$ cat src/design/pdba_pkg.sv
// Shared constants, item type and tables for the phase-delay beam accumulator.
// No dependencies.
package pdba_pkg;

  // Array sizes
  localparam int PIXELS   = 64;
  localparam int ANTENNAS = 16;
  localparam int CHANNELS = 256;
  localparam int CELLS    = PIXELS * CHANNELS;
  localparam int DELAYS   = PIXELS * ANTENNAS;
  localparam int CELL_W   = $clog2(CELLS);
  localparam int DLY_W    = $clog2(DELAYS);

  // Datapath widths
  localparam int ACC_W    = 48;
  localparam int XW       = 36;   // CORDIC x/y, scaled by 2^16
  localparam int ZW       = 33;   // CORDIC residual angle
  localparam int PW       = XW + 17;
  localparam int RW       = PW - 32;
  localparam int ITERS    = 16;
  localparam int IT_W     = 4;
  localparam logic [16:0] GAIN_Q16 = 17'd39797;

  // Queue between front and back
  localparam int QDEPTH   = 4;
  localparam int QPTR_W   = 2;

  // Input command codes
  localparam logic [2:0] CMD_CLEAR = 3'd0;
  localparam logic [2:0] CMD_LOAD  = 3'd1;
  localparam logic [2:0] CMD_CART  = 3'd2;
  localparam logic [2:0] CMD_POLAR = 3'd3;
  localparam logic [2:0] CMD_READ  = 3'd4;

  // Internal operation codes
  localparam logic [1:0] OP_CLEAR = 2'd0;
  localparam logic [1:0] OP_LOAD  = 2'd1;
  localparam logic [1:0] OP_ADD   = 2'd2;
  localparam logic [1:0] OP_READ  = 2'd3;

  // Classified item as queued for the back end
  typedef struct packed {
    logic [1:0]        op;
    logic              polar;
    logic              ok;
    logic [DLY_W-1:0]  dly_addr;
    logic [CELL_W-1:0] cell_addr;
    logic [15:0]       freq;
    logic [15:0]       offs;
    logic [15:0]       sa;
    logic [15:0]       sb;
    logic [31:0]       dval;
  } pdba_item_t;

  // Back end status seen by the front
  typedef struct packed {
    logic init_busy;
  } pdba_stat_t;

  // atan(2^-i) in turns times 2^32
  function automatic logic [ZW-1:0] atan_turns(input logic [IT_W-1:0] i);
    logic [ZW-1:0] v;
    unique case (i)
      4'd0:    v = ZW'(536870912);
      4'd1:    v = ZW'(316933406);
      4'd2:    v = ZW'(167458907);
      4'd3:    v = ZW'(85004756);
      4'd4:    v = ZW'(42667331);
      4'd5:    v = ZW'(21354461);
      4'd6:    v = ZW'(10679838);
      4'd7:    v = ZW'(5340245);
      4'd8:    v = ZW'(2670163);
      4'd9:    v = ZW'(1335087);
      4'd10:   v = ZW'(667544);
      4'd11:   v = ZW'(333772);
      4'd12:   v = ZW'(166886);
      4'd13:   v = ZW'(83443);
      4'd14:   v = ZW'(41722);
      4'd15:   v = ZW'(20861);
      default: v = '0;
    endcase
    return v;
  endfunction

endpackage

$ cat src/design/pdba_queue.sv
// Short item queue between front and back end.
// Depends on pdba_pkg.
module pdba_queue import pdba_pkg::*; (
  input  logic       clk,
  input  logic       rst_n,
  input  logic       push,
  input  pdba_item_t push_item,
  output logic       full,
  input  logic       pop,
  output logic       nempty,
  output pdba_item_t head
);

  pdba_item_t        ent_r [QDEPTH];
  logic [QPTR_W-1:0] wp_r, rp_r;
  logic [QPTR_W:0]   cnt_r;

  assign full   = (int'(cnt_r) == QDEPTH);
  assign nempty = (cnt_r != '0);
  assign head   = ent_r[rp_r];

  // Entry storage
  always_ff @(posedge clk) begin
    if (push) ent_r[wp_r] <= push_item;
  end

  // Pointers and fill count
  always_ff @(posedge clk) begin
    if (!rst_n) begin
      wp_r  <= '0;
      rp_r  <= '0;
      cnt_r <= '0;
    end else begin
      if (push) wp_r <= wp_r + 1'b1;
      if (pop)  rp_r <= rp_r + 1'b1;
      unique case ({push, pop})
        2'b10:   cnt_r <= cnt_r + 1'b1;
        2'b01:   cnt_r <= cnt_r - 1'b1;
        default: cnt_r <= cnt_r;
      endcase
    end
  end

endmodule

$ cat config.mk
export PLATFORM = sky130hd
export DESIGN_NAME = pdba_queue
export DESIGN_NICKNAME = d
export VERILOG_FILES = /design/src/design/pdba_pkg.sv /design/src/design/pdba_queue.sv
export SDC_FILE = /design/constraint.sdc
export NUM_CORES = 1
export LEC_CHECK = 0
export BUFFER_PORTS_ARGS = -buffer_cell sky130_fd_sc_hd__buf_2
export CAP_MARGIN = 40
export CORE_MARGIN = 1.5
export CORE_UTILIZATION = 41
export DETAILED_ROUTE_END_ITERATION = 7
export GPL_ROUTABILITY_DRIVEN = 0
export PLACE_DENSITY_LB_ADDON = 0.12
export SYNTH_ARGS = -nofsm -noshare
export SYNTH_HDL_FRONTEND = slang
export SYNTH_SLANG_ARGS = --single-unit
$ cat constraint.sdc
create_clock -name clk -period 12 [get_ports clk]
set_input_delay 2.4 -clock clk [delete_from_list [all_inputs] [get_ports clk]]
set_output_delay 2.4 -clock clk [all_outputs]
set_load 0.03 [all_outputs]
=== Word-level counts from Yosys, hierarchy flattened ===
Memories as Yosys holds them, arrays and structs flattened. A register that Yosys moved wholly into a read port is not among the register bits.
Cells that the tools add are included.

* Input port bits: 128
* Output and inout port bits: 126
* Memories: 1
* Bits in registers: 7
* Logic and storage cells: 18
* Bits in writable memories: 496

{| class="wikitable"
|+ Memory list
! name !! words !! bits a word !! rd ports !! clocked after memory_dff !! wr ports !! line !! source
|-
| ent_r || 4 || 124 || 1 || 1 || 1 || pdba_queue.sv:14 || <nowiki>pdba_item_t ent_r [QDEPTH];</nowiki>
|}

* Equality and inequality tests: 3
* Muxes and demuxes: 5
* Reductions and logical operators: 2
* $add $sub $neg: 4

{| class="wikitable"
|+ Operators by type and width
! cell !! count
|-
| 3-bit one-hot mux with 2 select lines || 1
|-
| 2-bit by 1-bit adder with 2-bit output (second input constant) || 2
|-
| 2-bit 2-to-1 mux || 2
|-
| 3-bit by 1-bit adder with 3-bit output (second input constant) || 1
|-
| 3-bit == test (second input constant) || 1
|-
| 3-bit nonzero test || 1
|-
| 3-bit by 1-bit subtractor with 3-bit output (second input constant) || 1
|-
| 2-bit by 1-bit == test with 1-bit output (second input constant) || 1
|-
| 2-bit == test (second input constant) || 1
|-
| 1-bit 2-to-1 mux || 2
|-
| 2-bit nonzero test || 1
|}

=== Depth between registers and ports, before layout ===
Gate-level depths: netlist of run 1.

* Depth in word-level cells: 3
* Mapped depth: 7
* Depth with buffers taken out: 7

=== Worst setup path after synthesis of run 1 ===
No wires, ideal clock.

* Path kind: input to register
* From: input port push
* To: memory ent_r[0][0] (netlist bit), enable pin
* Buffers on the path: 0
* Arrival: 5.244 ns
* Setup slack: 6.259 ns
* Setup time: 0.497 ns
* Stages: 1
* Data required time: 11.503 ns
* Cells stage by stage: and2_1

* Word-level cells in the longest chain between the ends: 2

{| class="wikitable"
|+ Ends and longest elaborated chain
! element !! line !! source
|-
| from (decl) || pdba_queue.sv:6 || <nowiki>input logic push,</nowiki>
|-
| 1-bit 2-to-1 mux || pdba_queue.sv:24 || <nowiki>if (push) ent_r[wp_r] <= push_item;</nowiki>
|-
| 1-bit 2-to-1 mux (not written as such) || pdba_queue.sv:24 ||
|-
| to (decl) || pdba_queue.sv:14 ||
|}

No other way between the ends.

==> results, run 1 <==
- Entering global routing, the biggest net connects 57 pins.
- The detail route stage leaves a number of antenna-violating nets equal to 0.
- During synthesis, Yosys emitted a total of 0 warnings.
- When the netlist entered floorplanning its net count stood at 828.
- Of all cell types, the one taking the most synthesized area is sky130_fd_sc_hd__edfxtp_1.
- The worst setup path is of the reg -> out kind.
- For this run, the share of the core covered by cells in the final layout is 0.502.
- The synthesized netlist cell count is 694.
- The critical path contains buffers and inverters numbering 4 combined.
- The per-instance average area after synthesis is 26.4 µm².
- In the final routed layout, each cell accounts on average for 21.8 µm.
- The final clock skew is 18.6 ps.
- The TritonCTS sink count is 505.
- The port buffer count is 253.
- Clock tree synthesis selected as its root buffer the cell sky130_fd_sc_hd__clkbuf_16.
- The final hold slack is 515 ps.
- The total chip power is 4.08 mW.
- After clock tree synthesis, the clock-pin slew on the worst setup and hold paths is 50 ps.
- The count of filler cells inserted in the layout is 3600.
- The critical path goes through buf_4 -> buf_16 -> buf_4 -> mux4_2 -> buf_2.
- The H-tree was split into 2 levels.
- The least setup slack across all paths after layout is 6410 ps.
- The transition at the pin with the smallest max-transition slack is 778 ps.
- For this run, the post-layout net count is 1126.
- The number of antenna violations at the first check in global routing is 6.
- The global-route wire length before repair is 54600 µm.
- The flow ran to the end, and the final reports show no timing, DRC or antenna violations.
- The summed negative setup slack over all endpoints is 0 ps.
- The total power per unit cell area is 184 nW/µm².
- In this run the core area contains 77 standard-cell rows.
- The tightest min-delay check is of the reg -> reg type.
- The largest fanout on the critical path is 34.
- In the layout the commonest cells are sky130_fd_sc_hd__edfxtp_1, sky130_fd_sc_hd__buf_2, sky130_fd_sc_hd__mux4_2.
- The number of pins exceeding their max-slew limit in the final report is 0.
- The critical path's slowest cell is sky130_fd_sc_hd__mux4_2.
- In the routed design, unresolved DRC markers number 0.
- The die covers 46000 µm².
- The complex-gate fraction of the synthesized area came to 0.000956.
- The start point of the worst min-delay path is cnt_r[2]$_SDFFE_PN0P_.
- Summed over all cells, the static leakage comes to 7.40 nW.
- In the post-synthesis netlist, the biggest area contributors are sky130_fd_sc_hd__edfxtp_1, sky130_fd_sc_hd__mux4_2, sky130_fd_sc_hd__dfxtp_1.
- The clock reaches the later pin of the worst-skew pair after 580 ps.
- Of the total synthesized cell area, the portion taken by AND, OR, NAND and NOR gates is 0.00519.
- The iteration-0 DRC count of the detailed router is 448.
- The arrival time at the worst endpoint is 3190 ps.
- For this configuration, the core starts out at a cell density of 0.415.
- The worst setup path is captured at an output pin.
- The unique cell type count in the Yosys netlist is 19.
- The number of hold buffers added after CTS was 0.
- The top achievable clock speed is 179 MHz.
- The number of vias after detailed routing is 8069.
- The via count of the first global-routing pass is 8793.
- Setup repair after global routing left no endpoint under its margin.
- The cell area that synthesis handed to floorplanning was 18300 µm².
- The core footprint is 44100 µm².
- Measured along the y axis, the die boundary spans 214 µm.
- In this run, post-CTS repair resized a total of 0 instances.
- The synthesized design contains 505 register bits.
- Leaving out fill and tap cells, the most frequent cell in the layout is sky130_fd_sc_hd__edfxtp_1.
- The CTS tree is built.
- Summed over all layers, the global routing overflow is 0.
- The share of the Yosys chip area taken by registers is 0.823.
- In the routed layout, each cell is associated on average with a via count of 4.95.
- The post-CTS repair timing setup buffer count is 0.
- The max-capacitance violation count is 0.
- Timing analysis after detailed placement gives a worst setup slack of 6890 ps.
- The family with the most delay on the worst path is buffers and inverters.
- The wire-length estimate of the detail-placed layout is 21600 µm.
- The die is 214 µm wide.
- The worst register-to-register path ends at ent_r[1][55]$_DFFE_PP_.
- In this run the critical register-to-register path is launched from wp_r[1]$_SDFFE_PN0P_.
- The share of cell area taken by muxes after synthesis is 0.153.
- Of the total synthesized cell area, the portion taken by XOR and XNOR cells is 0.00239.
- The TritonCTS buffer count is 52.
- For this run, the detailed router's first-pass iteration total came to 4.
- The smallest clock period supported by the final layout is computed as 5590 ps.
- The largest stage delay on the critical path is 600 ps.
- The share of the clock period used by the worst path is 0.466.
- The largest vdd supply drop is 0.116 mV.
- The path with the worst hold slack has its endpoint at cnt_r[2]$_SDFFE_PN0P_.
- The number of hold-slack violations in the final timing report is 0.
- Measured against its own limit, the worst slew margin works out to 0.481.
- The reg2reg setup slack is 9810 ps.
- Across the whole layout, storage elements account for 15100 µm².
- Setup violations remaining at the end of the flow were counted as 0.
- The critical path startpoint category is a flip-flop.
- The longest clock path from root to sink contains 3 buffers.
- The share of synthesized area in the top cell type comes to 0.813.
- The final wirelength is 35500 µm.
- Of the cells placed in the final design, the portion with a size suffix greater than 1 is 0.455.
- At the worst endpoint, the required time is 9600 ps.
- From synthesis to final layout, the design area changed by 20.8%.
- By area, the combinational part of the netlist is dominated by multiplexers.
- For this design the top-level I/O count stands at 254.
- The most used cell along the critical path is sky130_fd_sc_hd__buf_4.
- The cell depth of the worst min-delay path is 2.
- Summing all multi-input logic gate instances after layout gives 3050 µm².
- The cell depth of the worst flop-to-flop path is 4.
- Of the total synthesized cell area, the portion taken by full adders, half adders and majority gates is 0.00451.
- For this run, the total global-route usage over all layers was measured as 0.158.
==> cells by family after synthesis <==
logic type,after synthesis
DFF,505
muxes,125
buffers and inverters,34
AOI/OAI and AO/OA,3
xor gates and xnor gates,5
and+or+nand+nor,16
adders and majority gates,6
==> per-layer routing <==
layer	share of wire	GRT usage	up-vias
li1	-	-	3596
met1	0.43	0.207	4213
met2	0.49	0.254	198
met3	0.065	0.0522	54
met4	0.018	0.0415	8
met5	0.0016	0	-
==> cells in the mapped netlist, drive strengths merged <==
cell type  count
fa             1
edfxtp       496
inv            6
mux4         124
buf           22
ha             5
nor2b          1
xor2           3
and3           1
clkbuf         6
nand2          2
mux2i          1
and2          10
xnor2          2
dfxtp          9
a21boi         1
or3            2
o21ai          2
==> worst max-delay path by stage <==
stage | start | end | slack (ps) | cells after the start
2_1_floorplan | push | ent_r[0][0]$_DFFE_PP_ | 6260 | 1
3_3_place_gp | flip-flop | head[91] | 6640 | 4
3_5_place_dp | flip-flop | head[91] | 6890 | 5
4_1_cts | flip-flop | head[91] | 6250 | 5
5_1_grt | flip-flop | head[115] | 6130 | 5
6_report | flip-flop | head[91] | 6410 | 5
==> state kept, by name, indices dropped and copies added, names as in the netlist, named ones only <==
register / cells
wp_r: 2
ent_r: 496
rp_r: 2
cnt_r: 3
==> final cells by class <==
cell class | instances | area share
timing repair buffer | 272 | 0.0709
clock inverter | 37 | 0.0142
inverter | 6 | 0.00102
clock buffer | 58 | 0.0608
tap | 592 | 0.0335
multi-input combinational | 155 | 0.138
antenna | 4 | 0.000452
sequential | 505 | 0.681
==> per-stage QoR <==
stage | cells | cell area [µm²]
after CTS | 1625 | 22100
after global routing | 1626 | 22100
after detailed placement | 1530 | 20500
final | 1629 | 22100
after floorplan | 694 | 18300
after global placement | 1522 | 20200
==> power by group <==
| group | total (mW) | internal [mW] | leakage [nW] | switching [mW] |
|---|---|---|---|---|
| Sequential | 2.05 | 2.03 | 4.63 | 0.0211 |
| Clock | 1.56 | 0.928 | 0.810 | 0.636 |
| Combinational | 0.471 | 0.170 | 1.96 | 0.301 |
==> tightest hold or removal path, delay by kind of cell, from the launching register on <==
| kind | cells | cell delay, ps |
|---|---|---|
| AOI/OAI and AO/OA | 2 | 150 |
| DFF | 1 | 320 |
(Power assumes the default switching activity.)
==> run 2, diff against run 1 <==
==> constraint.sdc (replaced) <==
create_clock -name clk -period 5.5 [get_ports clk]
set_input_delay 1.1 -clock clk [delete_from_list [all_inputs] [get_ports clk]]
set_output_delay 1.1 -clock clk [all_outputs]
set_load 0.03 [all_outputs]
==> run 2 against run 1 <==
Die area is the same. Via count up 0.24%. Sequential share of layout area up 0.56 points. Clock skew down 6.8 ps. Largest cell class unchanged. Final area decreased by 0.81%. Setup slack worse by 4800 ps. Sequential cell count unchanged. Non-clock buffer count is 7 lower. Largest power group unchanged. Sequential power rose by 120%. Clock power grew 120%. First-iteration DRC count up 20%. Global-route usage shrank 0.067 points.
==> results, run 2 (same netlist as run 1, synthesis figures left out) <==
- For the final database, setup skew stands at 11.8 ps.
- Data on the critical path is required at its endpoint by 4400 ps.
- The slowest stage of the critical path belongs to the cell sky130_fd_sc_hd__dfxtp_4.
- In the final layout, the share of cells above drive strength 1 is 0.457.
- The transition at the pin with the smallest max-transition slack is 744 ps.
- Row generation in the floorplan step produced 77 rows.
- The number of routed nets with antenna violations is 0.
- The worst hold path class is reg -> reg.
- The worst setup path is launched from a flip-flop.
- The register with the most flip-flops in the layout has 496 of them.
- The number of pins exceeding their max-slew limit in the final report is 0.
- Timing would allow up to 260 MHz.
- Before antenna repair, the detailed router went through 4 iterations.
- After detailed placement, the design holds a cell count of 1523.
- Max-cap violations in this run came to 0.
- Walking the worst path, the cells encountered are buf_12 -> mux4_2 -> buf_2.
- The final critical-path required period is 3850 ps.
- After filler insertion, the fill cell instance count of the layout stands at 3631.
- Dividing the detail-routed wire length by the instance count gives 22.1 µm.
- The tightest hold path in the finished design has a slack of 524 ps.
- The count of buffers added on input and output ports is 253.
- For this run, design rule violations remaining after detail routing come to 0.
- The most frequent standard cell in the layout excluding fill and tap cells is sky130_fd_sc_hd__edfxtp_1.
- The die area is 46000 µm².
- The headroom to the max-slew limit is 0.504.
- In the layout the commonest cells are sky130_fd_sc_hd__edfxtp_1, sky130_fd_sc_hd__buf_2, sky130_fd_sc_hd__mux4_2.
- Of the available clock period, the critical path in the final layout requires 0.700.
- The TritonCTS buffer count is 53.
- The clock tree synthesis step divided the H-tree into 2 levels.
- The leakage power figure is 7.33 nW.
- The number of hold buffers added after CTS was 0.
- Setup violations remaining at the end of the flow were counted as 0.
- The finished layout holds 1613 standard cells, fillers aside.
- From left edge to right edge, the die measures 214 µm.
- The worst setup path is captured at an output pin.
- The count of inserted antenna diode cells is 0.
- For the worst setup path, the data arrival time is 2750 ps.
- IR analysis of the VDD net gives a maximum drop of 0.306 mV.
- The iteration-0 DRC count of the detailed router is 536.
- The number of resized instances in the post-cts repair step is 0.
- After detailed routing, the total wire length is 35600 µm.
- The global-route wire length before repair is 54100 µm.
- Counting along the longest clock path gives a buffer depth of 3.
- The number of antenna violations at the first check in global routing is 4.
- Of all nets on the critical path, the largest fanout is 52.
- The number of hold-slack violations in the final timing report is 0.
- The pin count of the biggest net entering global routing is 96.
- In the final timing run, aggregate negative setup slack is 0 ps.
- The TritonCTS sink count is 505.
- Setup repair after global routing left no endpoint under its margin.
- The net count of the finished layout is 1120.
- The overall track demand over capacity in global routing is 0.157.
- The half-perimeter wire length after detailed placement is 20500 µm.
- Clock latency on the worst-skew pair, taken at its later pin, is 580 ps.
- The post-CTS repair timing setup buffer count is 0.
- The overall die height is 214 µm.
- The run finished with clean final reports.
- TritonCTS built the clock tree.
- During I/O placement, the number of pins put on the boundary was 254.
- Counting flops per register, the top entry is ent_r.
- The start-to-end type of the worst setup path is reg -> out.
- The setup slack after placement is 2180 ps.
- The largest stage delay on the critical path is 820 ps.
- Across all layers, the routed design uses 8088 vias.
- In the final layout, the registers with the most flip-flops are ent_r (496), cnt_r (3).
- The core footprint is 44100 µm².
- In the post-route analysis, the smallest setup slack over all paths is 1650 ps.
- For this run, the share of the core covered by cells in the final layout is 0.498.
- Clock tree synthesis selected as its root buffer the cell sky130_fd_sc_hd__clkbuf_16.
- The aggregate global routing overflow is 0.
- The initial utilization of the core area, before any placement, comes to 0.415.
- Using the TritonRoute via totals, the vias-per-cell ratio works out to 5.01.
- Dividing total power by cell area gives a power density of 403 nW/µm².
- Compared with the post-synthesis result, the final layout area differs by 19.8%.
- After clock tree synthesis, the clock-pin slew on the worst setup and hold paths is 60 ps.
- The via count of the first global-routing pass is 8655.
## run 2: changes by cell type in the layout (fill, tap and decap cells not counted)
| cell | before | now |
|---|---|---|
| sky130_fd_sc_hd__clkinv_4 | 0 | 1 |
| sky130_fd_sc_hd__diode_2 | 4 | 0 |
| sky130_fd_sc_hd__inv_6 | 1 | 0 |
| sky130_fd_sc_hd__buf_4 | 11 | 6 |
| sky130_fd_sc_hd__clkbuf_1 | 5 | 8 |
| sky130_fd_sc_hd__bufinv_16 | 6 | 5 |
| sky130_fd_sc_hd__buf_12 | 0 | 5 |
| sky130_fd_sc_hd__buf_16 | 8 | 1 |
| sky130_fd_sc_hd__clkinv_2 | 7 | 12 |
| sky130_fd_sc_hd__clkinv_1 | 22 | 10 |
## run 2: power breakdown
| part | total [mW] | leakage, nW | internal (mW) | switching (mW) |
|---|---|---|---|---|
| Combinational | 0.996 | 1.90 | 0.360 | 0.636 |
| Sequential | 4.48 | 4.63 | 4.42 | 0.0617 |
| Clock | 3.36 | 0.800 | 1.98 | 1.38 |
## run 2: area by class of cell
| class | count | area (µm²) | share of cell area |
|---|---|---|---|
| well taps | 592 | 741 | 0.0337 |
| clock buffers | 61 | 1360 | 0.0618 |
| clock inverters | 29 | 264 | 0.0120 |
| flip-flops and latches | 505 | 15100 | 0.687 |
| inverters | 6 | 22.5 | 0.00103 |
| multi-input cells | 155 | 3050 | 0.139 |
| repair buffers | 265 | 1440 | 0.0655 |
## run 2: stage by stage
| stage | total power, mW | cell area (µm²) |
|---|---|---|
| 6_report | 8.84 | 22000 |
| 5_1_grt | 9.18 | 22000 |
| 4_1_cts | 8.99 | 22000 |
| 3_5_place_dp | 5.59 | 20300 |
| 3_3_place_gp | 5.58 | 20300 |
| 2_1_floorplan | 5.25 | 18300 |
## run 2: worst max-delay path: cells and delay by family, from the launching register on
kind,cells,cell delay [ps]
flip-flops,1,820
buffers and inverters,2,630
multiplexers,1,580
## run 2: routing by layer
layer	global-route usage	vias to the layer above	wire length, µm
met5	0	-	36
met2	0.250	193	17200
met3	0.0477	61	2130
li1	-	3574	-
met4	0.0446	6	746
met1	0.211	4254	15500
## run 2: path summary, 6_finish.rpt
kind,to,depth (start not counted),startpoint,slack (ps)
setup reg to reg,ent_r[2][47]$_DFFE_PP_,4,wp_r[0]$_SDFFE_PN0P_,3370
hold / removal,cnt_r[2]$_SDFFE_PN0P_,2,cnt_r[2]$_SDFFE_PN0P_,520
hold reg to reg,cnt_r[2]$_SDFFE_PN0P_,2,cnt_r[2]$_SDFFE_PN0P_,520
setup / recovery,head[53],3,flip-flop,1650
