--- src/design/pdba_pkg.sv ---
// Shared constants, item type and tables for the phase-delay beam accumulator.
// No dependencies.
package pdba_pkg;

  // Array sizes
  localparam int PIXELS   = 64;
  localparam int ANTENNAS = 16;
  localparam int CHANNELS = 256;
  localparam int CELLS    = PIXELS * CHANNELS;
  localparam int DELAYS   = PIXELS * ANTENNAS;
  localparam int CELL_W   = $clog2(CELLS);
  localparam int DLY_W    = $clog2(DELAYS);

  // Datapath widths
  localparam int ACC_W    = 48;
  localparam int XW       = 36;   // CORDIC x/y, scaled by 2^16
  localparam int ZW       = 33;   // CORDIC residual angle
  localparam int PW       = XW + 17;
  localparam int RW       = PW - 32;
  localparam int ITERS    = 16;
  localparam int IT_W     = 4;
  localparam logic [16:0] GAIN_Q16 = 17'd39797;

  // Queue between front and back
  localparam int QDEPTH   = 4;
  localparam int QPTR_W   = 2;

  // Input command codes
  localparam logic [2:0] CMD_CLEAR = 3'd0;
  localparam logic [2:0] CMD_LOAD  = 3'd1;
  localparam logic [2:0] CMD_CART  = 3'd2;
  localparam logic [2:0] CMD_POLAR = 3'd3;
  localparam logic [2:0] CMD_READ  = 3'd4;

  // Internal operation codes
  localparam logic [1:0] OP_CLEAR = 2'd0;
  localparam logic [1:0] OP_LOAD  = 2'd1;
  localparam logic [1:0] OP_ADD   = 2'd2;
  localparam logic [1:0] OP_READ  = 2'd3;

  // Classified item as queued for the back end
  typedef struct packed {
    logic [1:0]        op;
    logic              polar;
    logic              ok;
    logic [DLY_W-1:0]  dly_addr;
    logic [CELL_W-1:0] cell_addr;
    logic [15:0]       freq;
    logic [15:0]       offs;
    logic [15:0]       sa;
    logic [15:0]       sb;
    logic [31:0]       dval;
  } pdba_item_t;

  // Back end status seen by the front
  typedef struct packed {
    logic init_busy;
  } pdba_stat_t;

  // atan(2^-i) in turns times 2^32
  function automatic logic [ZW-1:0] atan_turns(input logic [IT_W-1:0] i);
    logic [ZW-1:0] v;
    unique case (i)
      4'd0:    v = ZW'(536870912);
      4'd1:    v = ZW'(316933406);
      4'd2:    v = ZW'(167458907);
      4'd3:    v = ZW'(85004756);
      4'd4:    v = ZW'(42667331);
      4'd5:    v = ZW'(21354461);
      4'd6:    v = ZW'(10679838);
      4'd7:    v = ZW'(5340245);
      4'd8:    v = ZW'(2670163);
      4'd9:    v = ZW'(1335087);
      4'd10:   v = ZW'(667544);
      4'd11:   v = ZW'(333772);
      4'd12:   v = ZW'(166886);
      4'd13:   v = ZW'(83443);
      4'd14:   v = ZW'(41722);
      4'd15:   v = ZW'(20861);
      default: v = '0;
    endcase
    return v;
  endfunction

endpackage

--- src/design/pdba_front.sv ---
// Front end: accepts input items, checks ranges, forms addresses, drops no-ops.
// Depends on pdba_pkg.
module pdba_front import pdba_pkg::*; (
  input  logic        clk,
  input  logic        rst_n,
  input  logic        in_valid,
  output logic        in_stall,
  input  logic [2:0]  in_command,
  input  logic [5:0]  in_pixel,
  input  logic [3:0]  in_antenna,
  input  logic [7:0]  in_channel,
  input  logic [15:0] in_freq,
  input  logic [15:0] in_offset_phase,
  input  logic signed [15:0] in_sample_a,
  input  logic signed [15:0] in_sample_b,
  input  logic signed [31:0] in_delay_value,
  input  pdba_stat_t  stat,
  input  logic        q_full,
  output logic        q_push,
  output pdba_item_t  q_item
);

  logic pix_ok, ant_ok, ch_ok, keep;
  logic seen_r;

  // Stall after reset until this register is set, before the status is trusted
  always_ff @(posedge clk) begin
    if (!rst_n) seen_r <= 1'b0;
    else        seen_r <= 1'b1;
  end

  assign pix_ok = int'(in_pixel) < PIXELS;
  assign ant_ok = int'(in_antenna) < ANTENNAS;
  assign ch_ok  = int'(in_channel) < CHANNELS;

  // Classify the command
  always_comb begin
    q_item           = '0;
    q_item.dly_addr  = DLY_W'(int'(in_pixel) * ANTENNAS + int'(in_antenna));
    q_item.cell_addr = CELL_W'(int'(in_pixel) * CHANNELS + int'(in_channel));
    q_item.freq      = in_freq;
    q_item.offs      = in_offset_phase;
    q_item.sa        = in_sample_a;
    q_item.sb        = in_sample_b;
    q_item.dval      = in_delay_value;
    keep             = 1'b0;
    unique case (in_command)
      CMD_CLEAR: begin
        q_item.op = OP_CLEAR;
        keep      = 1'b1;
      end
      CMD_LOAD: begin
        q_item.op = OP_LOAD;
        keep      = pix_ok & ant_ok;
      end
      CMD_CART, CMD_POLAR: begin
        q_item.op    = OP_ADD;
        q_item.polar = (in_command == CMD_POLAR);
        keep         = pix_ok & ant_ok & ch_ok;
      end
      CMD_READ: begin
        q_item.op = OP_READ;
        q_item.ok = pix_ok & ch_ok;
        keep      = 1'b1;
      end
      default: keep = 1'b0;
    endcase
  end

  assign in_stall = q_full | stat.init_busy | ~seen_r;
  assign q_push   = in_valid & ~in_stall & keep;

endmodule

--- config.mk ---
export PLATFORM = sky130hd
export DESIGN_NAME = pdba_front
export DESIGN_NICKNAME = d
export VERILOG_FILES = /design/src/design/pdba_pkg.sv /design/src/design/pdba_front.sv
export SDC_FILE = /design/constraint.sdc
export NUM_CORES = 1
export LEC_CHECK = 0
export ABC_AREA = 1
export BUFFER_PORTS_ARGS = -buffer_cell sky130_fd_sc_hd__buf_2
export CAP_MARGIN = 30
export CORE_AREA = 2 2 95 97
export CTS_CLUSTER_SIZE = 16
export DETAILED_ROUTE_END_ITERATION = 12
export DIE_AREA = 0 0 97 99
export SKIP_CTS_REPAIR_TIMING = 1
export SYNTH_ARGS = -nofsm -noshare
export SYNTH_HDL_FRONTEND = slang
export SYNTH_SLANG_ARGS = --single-unit
--- constraint.sdc ---
create_clock -name clk -period 0.8 [get_ports clk]
set_clock_uncertainty 0.2 [all_clocks]
set_input_delay 0.08 -clock clk [delete_from_list [all_inputs] [get_ports clk]]
set_output_delay 0.08 -clock clk [all_outputs]
set_load 0.005 [all_outputs]
After elaboration in Yosys (flattened, before gate mapping)
Index checks and enable logic that the tools add are counted.

Add/sub/neg operators: 2. Multipliers: 0. Div/mod/pow operators: 0. $lt $le $gt $ge: 0. Equality and inequality tests: 4. Shift-type cells: 0. Multiplexer cells: 5. Bitwise logic cells: 6. Reduce and logical (&&, ||, !) cells: 3.

Operator list (count): $add A14 B8 Y14 (1); $add A10 B4 Y10 (1); $eq A3 B2 Y1 const B (2); $pmux W2 S3 (1); $reduce_or A5 Y1 (1); $mux W1 (4); $eq A3 B1 Y1 const B (1); $eq A3 B3 Y1 const B (1); $logic_not A3 Y1 (1); $and A1 B1 Y1 (2); $not A1 Y1 (2); $or A1 B1 Y1 (2); $reduce_or A2 Y1 (1).

Register bits after elaboration: 1. Latch bits: 0. Bits in writable memories: 0. Memory bits (read-only): 0. Output and inout port bits: 126. Logic and storage cells: 21. Memories kept: 0.

Logic depth before layout (Yosys ltp)
Gate-level depths: netlist of run 1.

Word-level depth: 5. Depth in mapped cells: 3.

Least setup slack after synthesis of run 1
OpenSTA, ideal clock, no wires.

Path type: register -> output. Start point: register seen_r. End point: output q_push. Arrival time: 0.477 ns. Required time: 0.520 ns. Slack: 0.043 ns. Cell stages (with the launch flop): 3. Path through: dfxtp_1 nand3_1 nor2_1.

Longest elaborated chain between the ends: 5.

Ends and longest elaborated chain: from (decl) (RTL line pdba_front.sv:24) `logic seen_r;`; from (signal assigned) (RTL line pdba_front.sv:28) `if (!rst_n) seen_r <= 1'b0;`; from (signal assigned) (RTL line pdba_front.sv:29) `else seen_r <= 1'b1;`; $not A1 Y1 (RTL line pdba_front.sv:70) `assign in_stall = q_full | stat.init_busy | ~seen_r;`; $or A1 B1 Y1 (RTL line pdba_front.sv:70); $not A1 Y1 (RTL line pdba_front.sv:71) `assign q_push = in_valid & ~in_stall & keep;`; $and A1 B1 Y1 (2 in series) (RTL line pdba_front.sv:71); to (decl) (RTL line pdba_front.sv:19) `output logic q_push,`.

Every way passes these cells.

Final worst setup path of run 1
Ends and elaborated chain as after synthesis.

==> impl_results.md, run 1 <==
- Outcome: finished with violations
- Failing checks: negative hold slack, negative setup slack
- CP Launch Type: flop
- Maximum clock frequency: 1152 MHz
- Final Wtd Congestion: 0.6113
- Remaining global-route overflow: 0
- Average vias per placed instance: 2.486
- Final period util: 108.5%
- Tightest Pin Transition: 0.1011 ns
- Routed Antenna Nets: 0
- Antenna violations before repair: 0
- Synthesized area divided by synthesized cell count: 7.250 um^2
- Cells along the critical path: nand3_2 > nor2_1 > buf_2
- Vias in the first global route: 393
- Pin count of the biggest net entering global routing: 6
- Arrival time of the worst setup path: 0.59 ns
- Cell type with the highest aggregate area in the netlist: sky130_fd_sc_hd__buf_4
- Routed wirelength normalized by instance count: 20.21 um
- First-pass GRT wire length: 3270 um
- Number of distinct library cell variants in the gate-level netlist after synthesis: 9
- Min Hold Slack: -0.04000 ns
- Class of the tightest hold or removal check: input pin to output pin
- Relative slew slack: 93.25%
- Maximum VDD drop: 0.2678 mV
- Count of max-cap constraint violations: 0
- Number of buffers and inverters on the critical path: 1
- Family with the most delay on the worst path: flip-flops
- Top flop regs: seen_r (1)
- Critical path endpoint category: output pin
- Clock input transition at the sequential cells of the worst setup and hold paths: 0 ns
- Mapped Cells: 136
- Placed instance area: 285.3 um^2
- Top area cells in the synthesized netlist: sky130_fd_sc_hd__buf_4 (91%), sky130_fd_sc_hd__dfxtp_1 (2.0%), sky130_fd_sc_hd__nor2_1 (1.5%), sky130_fd_sc_hd__nor2_2 (1.3%), sky130_fd_sc_hd__inv_1 (1.1%)
- Endpoints failing setup: 4
- Endpoint of the worst hold path: q_item[111]
- Final cell area excluding filler cells: 342.8 um^2
- Slew Viols, Final: 0
- Fraction of layout instances using a drive strength above 1: 76.67%
- Minimum period implied by the final worst setup slack: 0.8679 ns
- Combined global-route utilization of all metal layers: 4.916%
- IO Pins: 248
- Total instance count after detailed placement: 137
- Flops & latches, synth: 1
- Peak per-stage delay on the critical path: 0.31 ns
- Number of flip-flops under the largest register name: 1
- Top library cells by usage in the layout, fill and taps aside: sky130_fd_sc_hd__buf_2 (9), sky130_fd_sc_hd__nor2_1 (3)
- Port Buffers: 13
- Total negative slack for setup checks: -0.1334 ns
- # rows: 34
- Fill count: 1,009
- Final Hold Fails: 121
- DRC: 0
- Sequential cell area: 21.27 um^2
- Total wire length after detailed routing: 2789 um
- Core Region: 0.008551 mm^2
- Required time of the worst setup path: 0.52 ns
- Total via count after detailed routing: 343
- Setup slack of the critical path after layout: -0.06787 ns
- Cell with the largest stage delay on the worst path: sky130_fd_sc_hd__dfxtp_2
- Length of the first detailed-routing pass in iterations: 2
- Number of warnings printed during yosys synthesis: 0
- Area growth from synthesis to final layout: -65.23%
- Crit-path max FO: 2
- Most common cell after layout, fill and taps aside: sky130_fd_sc_hd__buf_2
- Floorplan die width: 97 um
- Post-layout net count: 154
- Worst Path Class, Setup: flop to output pin
- Syn_nets: 258
- Count of non-filler cells in the finished layout: 138
- Effective utilization at floorplan: 11.53%
- Area occupied by multi-input gates: 77.57 um^2
- Static Leak: 0.1164 nW
- Number of DRC violations after detailed-routing iteration 0: 2
- Register bank with the most flops: seen_r
- Final Power: 0.0001473 W
- Die outline area: 0.009603 mm^2
- Share of the yosys chip area belonging to registers: 2.030%
- Number of antenna cells inserted: 0
- Cell Pwr Density: 429.5 mW/mm^2
- Min-delay src: in_antenna[1]
- Share of the synthesized area in the top cell type: 91.37%
- RSZ-0062 raised after global routing: true
- Height of the die: 99 um
- Syn Std Cell Area: 985.9 um^2
- WHS Path Cells: 0
## worst max-delay path by stage
stage	start	to	slack, ns	cells past startpoint
4_1_cts	in_command[1]	q_item[123]	-0.09	5
3_3_place_gp	in_command[1]	q_item[122]	-0.08	5
2_1_floorplan	seen_r	q_push	0.04	2
5_1_grt	seen_r	q_push	-0.11	3
6_report	seen_r	q_push	-0.07	3
3_5_place_dp	in_command[1]	q_item[123]	-0.09	5
## layer usage
metal  GRT usage, %  wire length (um)  part of all wire (%)  vias up
li1               -                 -                     -       76
met1         0.5100               149                   5.3       90
met2          6.250              1035                    37      118
met3          9.858              1182                    42       59
met4          6.934               422                    15        0
met5              0                 0                     0        -
## metrics by stage
step	setup slack (ns)	hold WS [ns]	utilization, %
floorplan	0.04326	-0.09228	-
global placement	-0.08496	-0.03997	3.336
detailed placement	-0.08579	-0.03997	3.336
CTS	-0.08800	-0.03997	3.336
global route	-0.1106	-0.03999	4.009
finish	-0.06787	-0.04000	4.009
## cell usage after synthesis
master,count
sky130_fd_sc_hd__o21ai_0,1
sky130_fd_sc_hd__a21oi_1,1
sky130_fd_sc_hd__inv_1,3
sky130_fd_sc_hd__nor2_1,4
sky130_fd_sc_hd__nor2_2,2
sky130_fd_sc_hd__nand2_1,3
sky130_fd_sc_hd__nand3_1,1
sky130_fd_sc_hd__buf_4,120
sky130_fd_sc_hd__dfxtp_1,1
## power by group
group	internal, W	leakage, nW	total (W)	switching, W
clock	0	0	0	0
combinational	0.0000506	0.108	0.0000911	0.0000405
sequential	0.0000542	0.00844	0.0000562	0.00000197
## cell families after synthesis
logic type	share of synthesized area, %
AO/OA/AOI/OAI	1.014
buffers and inverters	92.51
flip-flops	2.031
AND/OR/NAND/NOR	4.440
## area by class of cell
class / count / area share, %
tap: 108 / 39.42
sequential: 1 / 6.204
multi-input combinational: 12 / 22.63
timing repair buffer: 14 / 28.47
inverter: 3 / 3.285
(Power assumes the default switching activity.)
==> inputs of run 2 (changes only) <==
--- a/config.mk
+++ b/config.mk
@@ -8,11 +8,12 @@
 export ABC_AREA = 1
 export BUFFER_PORTS_ARGS = -buffer_cell sky130_fd_sc_hd__buf_2
 export CAP_MARGIN = 30
-export CORE_AREA = 2 2 95 97
+export CORE_AREA = 2 2 96 98
 export CTS_CLUSTER_SIZE = 16
 export DETAILED_ROUTE_END_ITERATION = 12
-export DIE_AREA = 0 0 97 99
+export DIE_AREA = 0 0 98 100
 export SKIP_CTS_REPAIR_TIMING = 1
+export SLEW_MARGIN = 20
 export SYNTH_ARGS = -nofsm -noshare
 export SYNTH_HDL_FRONTEND = slang
 export SYNTH_SLANG_ARGS = --single-unit
==> constraint.sdc (replaced) <==
create_clock -name clk -period 0.9 [get_ports clk]
set_clock_uncertainty 0.2 [all_clocks]
set_input_delay 0.09 -clock clk [delete_from_list [all_inputs] [get_ports clk]]
set_output_delay 0.09 -clock clk [all_outputs]
set_load 0.005 [all_outputs]
==> run 2 against run 1 <==
The run ends with negative hold slack left. Worst hold slack better by 0.020 ns. Worst setup slack gained 0.080 ns. Sequential power down 12%. Die area is 2.1% higher. Largest power group unchanged. Power shrank 11%. Utilization fell by 0.054 points. Via count rose by 1.2%. Sequential share of layout area down 0.15 points. Critical path depth unchanged. Global-route usage decreased by 0.20 points. Flip-flop and latch count did not move.
==> impl_results.md, run 2 (synthesized netlist as in run 1, its figures left out) <==
- Outcome: finished with violations
- Failing checks: negative hold slack
- Area growth from synthesis to final layout: -64.34%
- Crit-path max FO: 2 (unchanged)
- Cell with the largest stage delay on the worst path: sky130_fd_sc_hd__dfxtp_2
- Static Leak: 0.1194 nW (+2.6%)
- Maximum clock frequency: 1126 MHz
- Length of the first detailed-routing pass in iterations: 1 (-1)
- Util after Layout: 3.955% (-0.054 points)
- Met1 layer wirelength in the final routing: 197 um (+32%)
- Count of max-cap constraint violations: 0 (unchanged)
- Number of flip-flops under the largest register name: 1 (unchanged)
- Number of buffers and inverters on the critical path: 1 (unchanged)
- DRC: 0 (unchanged)
- Arrival time of the worst setup path: 0.60 ns (about the same)
- Pin count of the biggest net entering global routing: 6 (unchanged)
- Combined global-route utilization of all metal layers: 4.719% (-0.20 points)
- Clock input transition at the sequential cells of the worst setup and hold paths: 0 ns (unchanged)
- Port Buffers: 13 (unchanged)
- Cells along the critical path: nand3_2 > nor2_2 > buf_2
- Endpoint of the worst setup timing path: q_push
- Post-layout net count: 154 (unchanged)
- Min Hold Slack: -0.02000 ns (+0.02000 ns)
- Tightest Pin Transition: 0.1158 ns (+0.01466 ns)
- Relative slew slack: 92.26% (-0.99 points)
- Maximum VDD drop: 0.2361 mV (-12%)
- Total wire length after detailed routing: 2815 um (+0.93%)
- Height of the die: 100 um (+1.0%)
- Met3 Wirelength: 1077 um (-8.9%)
- Core Region: 0.008890 mm^2 (+4.0%)
- Final period util: 98.70%
- Total via count after detailed routing: 347 (+1.2%)
- Final Wtd Congestion: 0.6336 (+3.6%)
- Worst Path Class, Setup: flop to output pin
- Total negative slack for setup checks: 0 ns (+0.1334 ns)
- Die outline area: 0.009800 mm^2 (+2.1%)
- Required time of the worst setup path: 0.61 ns (+0.09 ns)
- IO Pins: 248 (unchanged)
- Count of non-filler cells in the finished layout: 141 (+2.2%)
- DR WL met2: 961 um (-7.1%)
- Fraction of layout instances using a drive strength above 1: 73.33% (-3.3 points)
- Top flop regs: seen_r (1)
- Endpoints failing setup: 0 (-4)
- Minimum period implied by the final worst setup slack: 0.8883 ns
- Total instance count after detailed placement: 140 (+2.2%)
- Floorplan die width: 98 um (+1.0%)
- Remaining global-route overflow: 0 (unchanged)
- Stages on the worst setup path: 3 (unchanged)
- Slew Viols, Final: 0 (unchanged)
- First element of the critical path: seen_r
- Average vias per placed instance: 2.461 (-0.99%)
- Vias in the first global route: 365 (-7.1%)
- Effective utilization at floorplan: 11.09% (-0.44 points)
- Peak per-stage delay on the critical path: 0.31 ns (about the same)
- RSZ-0062 raised after global routing: true
- First-pass GRT wire length: 3194 um (-2.3%)
- Register bank with the most flops: seen_r
- Final Hold Fails: 121 (unchanged)
- Routed wirelength normalized by instance count: 19.96 um (-1.2%)
- CP Launch Type: flop
- # rows: 35 (+2.9%)
- Highest routed layer: met4
- Routed Antenna Nets: 0 (unchanged)
- Critical path endpoint category: output pin
- Top library cells by usage in the layout, fill and taps aside: sky130_fd_sc_hd__buf_2 (10), sky130_fd_sc_hd__nor2_4 (3), sky130_fd_sc_hd__inv_1 (3)
- Most common cell after layout, fill and taps aside: sky130_fd_sc_hd__buf_2
- Number of DRC violations after detailed-routing iteration 0: 0 (-2)
- Cell Pwr Density: 371.5 mW/mm^2 (-14%)
- Antenna violations before repair: 0 (unchanged)
- Family with the most delay on the worst path: flip-flops
- Number of antenna cells inserted: 0 (unchanged)
- Class of the tightest hold or removal check: input pin to output pin
==> run 2: changes by cell type in the layout (fill, tap and decap cells not counted) <==
cell	delta
sky130_fd_sc_hd__inv_1	+2
sky130_fd_sc_hd__inv_2	-2
sky130_fd_sc_hd__nor2_4	+1
sky130_fd_sc_hd__clkbuf_4	-1
sky130_fd_sc_hd__buf_2	+1
sky130_fd_sc_hd__nor2_1	-1
==> run 2: through the flow <==
step / power, W / hold WS (ns) / area [um^2] / setup slack, ns
final: 0.0001306 / -0.02000 / 351.6 / 0.01171
after global routing: 0.0001394 / -0.01999 / 351.6 / -0.02745
after CTS: 0.0001026 / -0.01997 / 289.0 / -0.03196
after detailed placement: 0.0001020 / -0.01997 / 289.0 / -0.03455
after global placement: 0.0001016 / -0.01997 / 289.0 / 0.004317
after floorplan: 0.0005008 / -0.08228 / 985.9 / 0.1333
==> run 2: how the worst min path moves through the flow <==
stage / startpoint / end / cells past startpoint
final: in_delay_value[21] / q_item[21] / 0
after global routing: in_sample_b[7] / q_item[39] / 0
after CTS: in_channel[6] / q_item[102] / 0
after detailed placement: in_channel[6] / q_item[102] / 0
after global placement: in_channel[6] / q_item[102] / 0
after floorplan: rst_n / seen_r / 0
==> run 2: metal layers <==
layer	global-route usage (%)	vias to the layer above
met5	0	-
met4	9.081	0
li1	-	77
met3	7.939	66
met1	1.009	84
met2	5.269	120
==> run 2: final cells by class <==
type	count	area, um^2
fillers	1061	8538
repair buffers	14	95.09
multi-input cells	12	85.08
well taps	111	138.9
inverters	3	11.26
flip-flops and latches	1	21.27
==> run 2: power by group <==
part / switching (W) / internal, W / total, W / leakage [nW]
registers: 0.00000154 / 0.0000482 / 0.0000497 / 0.00844
logic: 0.0000362 / 0.0000447 / 0.0000809 / 0.111
clock network: 0 / 0 / 0 / 0
==> inputs of run 3 (changes only) <==
--- a/config.mk
+++ b/config.mk
@@ -5,7 +5,7 @@
 export SDC_FILE = /design/constraint.sdc
 export NUM_CORES = 1
 export LEC_CHECK = 0
-export ABC_AREA = 1
+export ABC_AREA = 0
 export BUFFER_PORTS_ARGS = -buffer_cell sky130_fd_sc_hd__buf_2
 export CAP_MARGIN = 30
 export CORE_AREA = 2 2 96 98
==> run 3 against run 2 <==
The flow finishes with violations (negative hold slack, negative setup slack). Sequential share of layout area fell by 0.42 points. Utilization barely moved. Final area rose by 1.1%. Worst setup slack got worse by 0.10 ns. Synthesized cell count fell by 3.7%. Worst hold slack did not move.
==> impl_results.md, run 3 <==
- # rows: 35 (unchanged)
- Length of the first detailed-routing pass in iterations: 1 (unchanged)
- Share of async-settable or async-resettable flops after synthesis: 0% (unchanged)
- Synthesized area divided by synthesized cell count: 7.517 um^2 (+3.7%)
- GR Layer Usage met2: 3.161% (-2.1 points)
- Number of DRC violations after detailed-routing iteration 0: 0 (unchanged)
- Vias in the first global route: 402 (+10%)
- Sequential cell area: 20.02 um^2 (-5.9%)
- Count of non-filler cells in the finished layout: 139 (-1.4%)
- Area occupied by multi-input gates: 77.57 um^2 (-8.8%)
- Number of distinct library cell variants in the gate-level netlist after synthesis: 11 (+2)
- Stages on the worst setup path: 5 (+2)
- Mapped Cells: 131 (-3.7%)
- Count of max-cap constraint violations: 0 (unchanged)
- Final Wtd Congestion: 0.5768 (-9.0%)
- Routed Antenna Nets: 0 (unchanged)
- Port Buffers: 13 (unchanged)
- Maximum VDD drop: 0.2104 mV (-11%)
- Cells along the critical path: buf_6 > buf_6 > nor3b_4 > a21o_1 > buf_2
- Final Hold Fails: 121 (unchanged)
- Crit-path max FO: 3 (+1)
- Combined global-route utilization of all metal layers: 3.625% (-1.1 points)
- Worst Path Class, Setup: input pin to output pin
- Estimated wirelength of the detail-placed design: 1718 um
- Maximum clock frequency: 1008 MHz (-10%)
- Flip-flop cell with the highest count after synthesis: sky130_fd_sc_hd__dfxtp_1
- Final cell area excluding filler cells: 355.3 um^2 (+1.1%)
- CP Launch Type: input pin
- Cell type with the highest aggregate area in the netlist: sky130_fd_sc_hd__buf_4
- Setup slack of the critical path after layout: -0.09212 ns (-0.1038 ns)
- Required time of the worst setup path: 0.61 ns (about the same)
- Remaining global-route overflow: 0 (unchanged)
- Average vias per placed instance: 2.511 (+2.0%)
- Post-layout net count: 152 (-1.3%)
- WHS Path Cells: 0 (unchanged)
- Peak per-stage delay on the critical path: 0.19 ns (-0.12 ns)
- Number of flip-flops under the largest register name: 1 (unchanged)
- RSZ-0062 raised after global routing: true
- IO Pins: 248 (unchanged)
- Minimum period implied by the final worst setup slack: 0.9921 ns (+0.1038 ns)
- Share of the synthesized area in the top cell type: 91.49% (+0.12 points)
- DRC: 0 (unchanged)
- Cell Pwr Density: 380.5 mW/mm^2 (+2.4%)
- Post-placement setup slack: -0.1413 ns (-0.1067 ns)
- Core Region: 0.008890 mm^2 (unchanged)
- Top area cells in the synthesized netlist: sky130_fd_sc_hd__buf_4 (91%), sky130_fd_sc_hd__dfxtp_1 (2.0%), sky130_fd_sc_hd__nor3b_2 (1.3%), sky130_fd_sc_hd__and4_1 (0.89%), sky130_fd_sc_hd__xnor2_1 (0.89%)
- Fill count: 1,051 (-0.94%)
- Antenna violations before repair: 0 (unchanged)
- Layer with the highest usage: met4
- First-pass GRT wire length: 2615 um (-18%)
- Top flop regs: seen_r (1)
- Arrival time of the worst setup path: 0.70 ns (+0.10 ns)
- Total via count after detailed routing: 349 (+0.58%)
- Floorplan die width: 98 um (unchanged)
- Outcome: finished with violations
- Top cells by instance count after synthesis: sky130_fd_sc_hd__buf_4 (120), sky130_fd_sc_hd__nor2_1 (2)
- Height of the die: 100 um (unchanged)
- Syn Std Cell Area: 984.7 um^2 (-0.13%)
- Tightest Pin Transition: 0.1508 ns (+0.03505 ns)
- Flops & latches, synth: 1 (unchanged)
- Min Hold Slack: -0.02000 ns (unchanged)
- Final period util: 110.2% (+12 points)
- Most common cell after layout, fill and taps aside: sky130_fd_sc_hd__buf_2
- Syn_nets: 253 (-1.9%)
- Total wire length after detailed routing: 2067 um (-27%)
- Placed instance area: 317.8 um^2 (+10%)
- Most frequent cell on the critical path: sky130_fd_sc_hd__buf_6
- Die outline area: 0.009800 mm^2 (unchanged)
- Number of warnings printed during yosys synthesis: 0 (unchanged)
- Family with the most delay on the worst path: buffers and inverters
- Fraction of layout instances using a drive strength above 1: 71.43% (-1.9 points)
- Number of buffers and inverters on the critical path: 3 (+2)
- Register bank with the most flops: seen_r
- Number of synthesized flops with an enable pin: 0 (unchanged)
- Failing checks: negative hold slack, negative setup slack
- Effective utilization at floorplan: 11.08% (-0.014 points)
- Met1 usage in global routing: 0.9676% (-0.041 points)
- Static Leak: 0.1286 nW (+7.7%)
- Endpoints failing setup: 2 (+2)
- Most common cell in the netlist: sky130_fd_sc_hd__buf_4
- Met3 Track Usage GR: 5.223% (-2.7 points)
- Critical path endpoint category: output pin
- Area growth from synthesis to final layout: -63.91%
- Slew Viols, Final: 0 (unchanged)
- Cell with the largest stage delay on the worst path: sky130_fd_sc_hd__nor3b_4
- Top library cells by usage in the layout, fill and taps aside: sky130_fd_sc_hd__buf_2 (11), sky130_fd_sc_hd__buf_6 (4), sky130_fd_sc_hd__buf_4 (2)
- Relative slew slack: 89.94% (-2.3 points)
- Number of antenna cells inserted: 0 (unchanged)
- Share of the yosys chip area belonging to registers: 2.033% (+0.0026 points)
- Total instance count after detailed placement: 139 (-0.71%)
- Pin count of the biggest net entering global routing: 5 (-1)
- Class of the tightest hold or removal check: input pin to output pin
- Routed wirelength normalized by instance count: 14.87 um (-26%)
## run 3: report_power, final
part | internal [W] | leakage (nW) | total, W | switching (W)
sequential | 0.0000477 | 0.00844 | 0.0000487 | 0.000000992
clock | 0 | 0 | 0 | 0
combinational | 0.0000531 | 0.120 | 0.0000865 | 0.0000335
## run 3: final timing paths
path / startpoint / to / slack, ns
hold / removal: in_delay_value[21] / q_item[21] / -0.02
setup / recovery: in_command[0] / q_item[123] / -0.09
## run 3: area by class of cell
type / instances / share of cell area (%)
Sequential cell: 1 / 5.634
Timing Repair Buffer: 17 / 32.39
Multi-Input combinational cell: 9 / 21.83
Inverter: 1 / 1.056
Tap cell: 111 / 39.08
## run 3: kinds of logic after synthesis
group                  share of synthesized area (%)
AO/OA/AOI/OAI                                  1.270
XOR/XNOR                                      0.8896
buffers and inverters                          91.87
flip-flops                                     2.033
AND/OR/NAND/NOR                                3.939
## run 3: through the flow
stage	utilization, %	setup TNS (ns)	total power (W)
2_1_floorplan	-	0	0.0004998
3_3_place_gp	3.575	-0.2594	0.0001147
3_5_place_dp	3.575	-0.3655	0.0001168
4_1_cts	3.575	-0.3690	0.0001170
5_1_grt	3.997	-0.2764	0.0001449
6_report	3.997	-0.1157	0.0001352
## run 3: per-layer routing
layer,share of wire (%),wire length (um)
met1,9.9,205
met2,30,613
met3,34,704
met4,26,544
met5,0,0
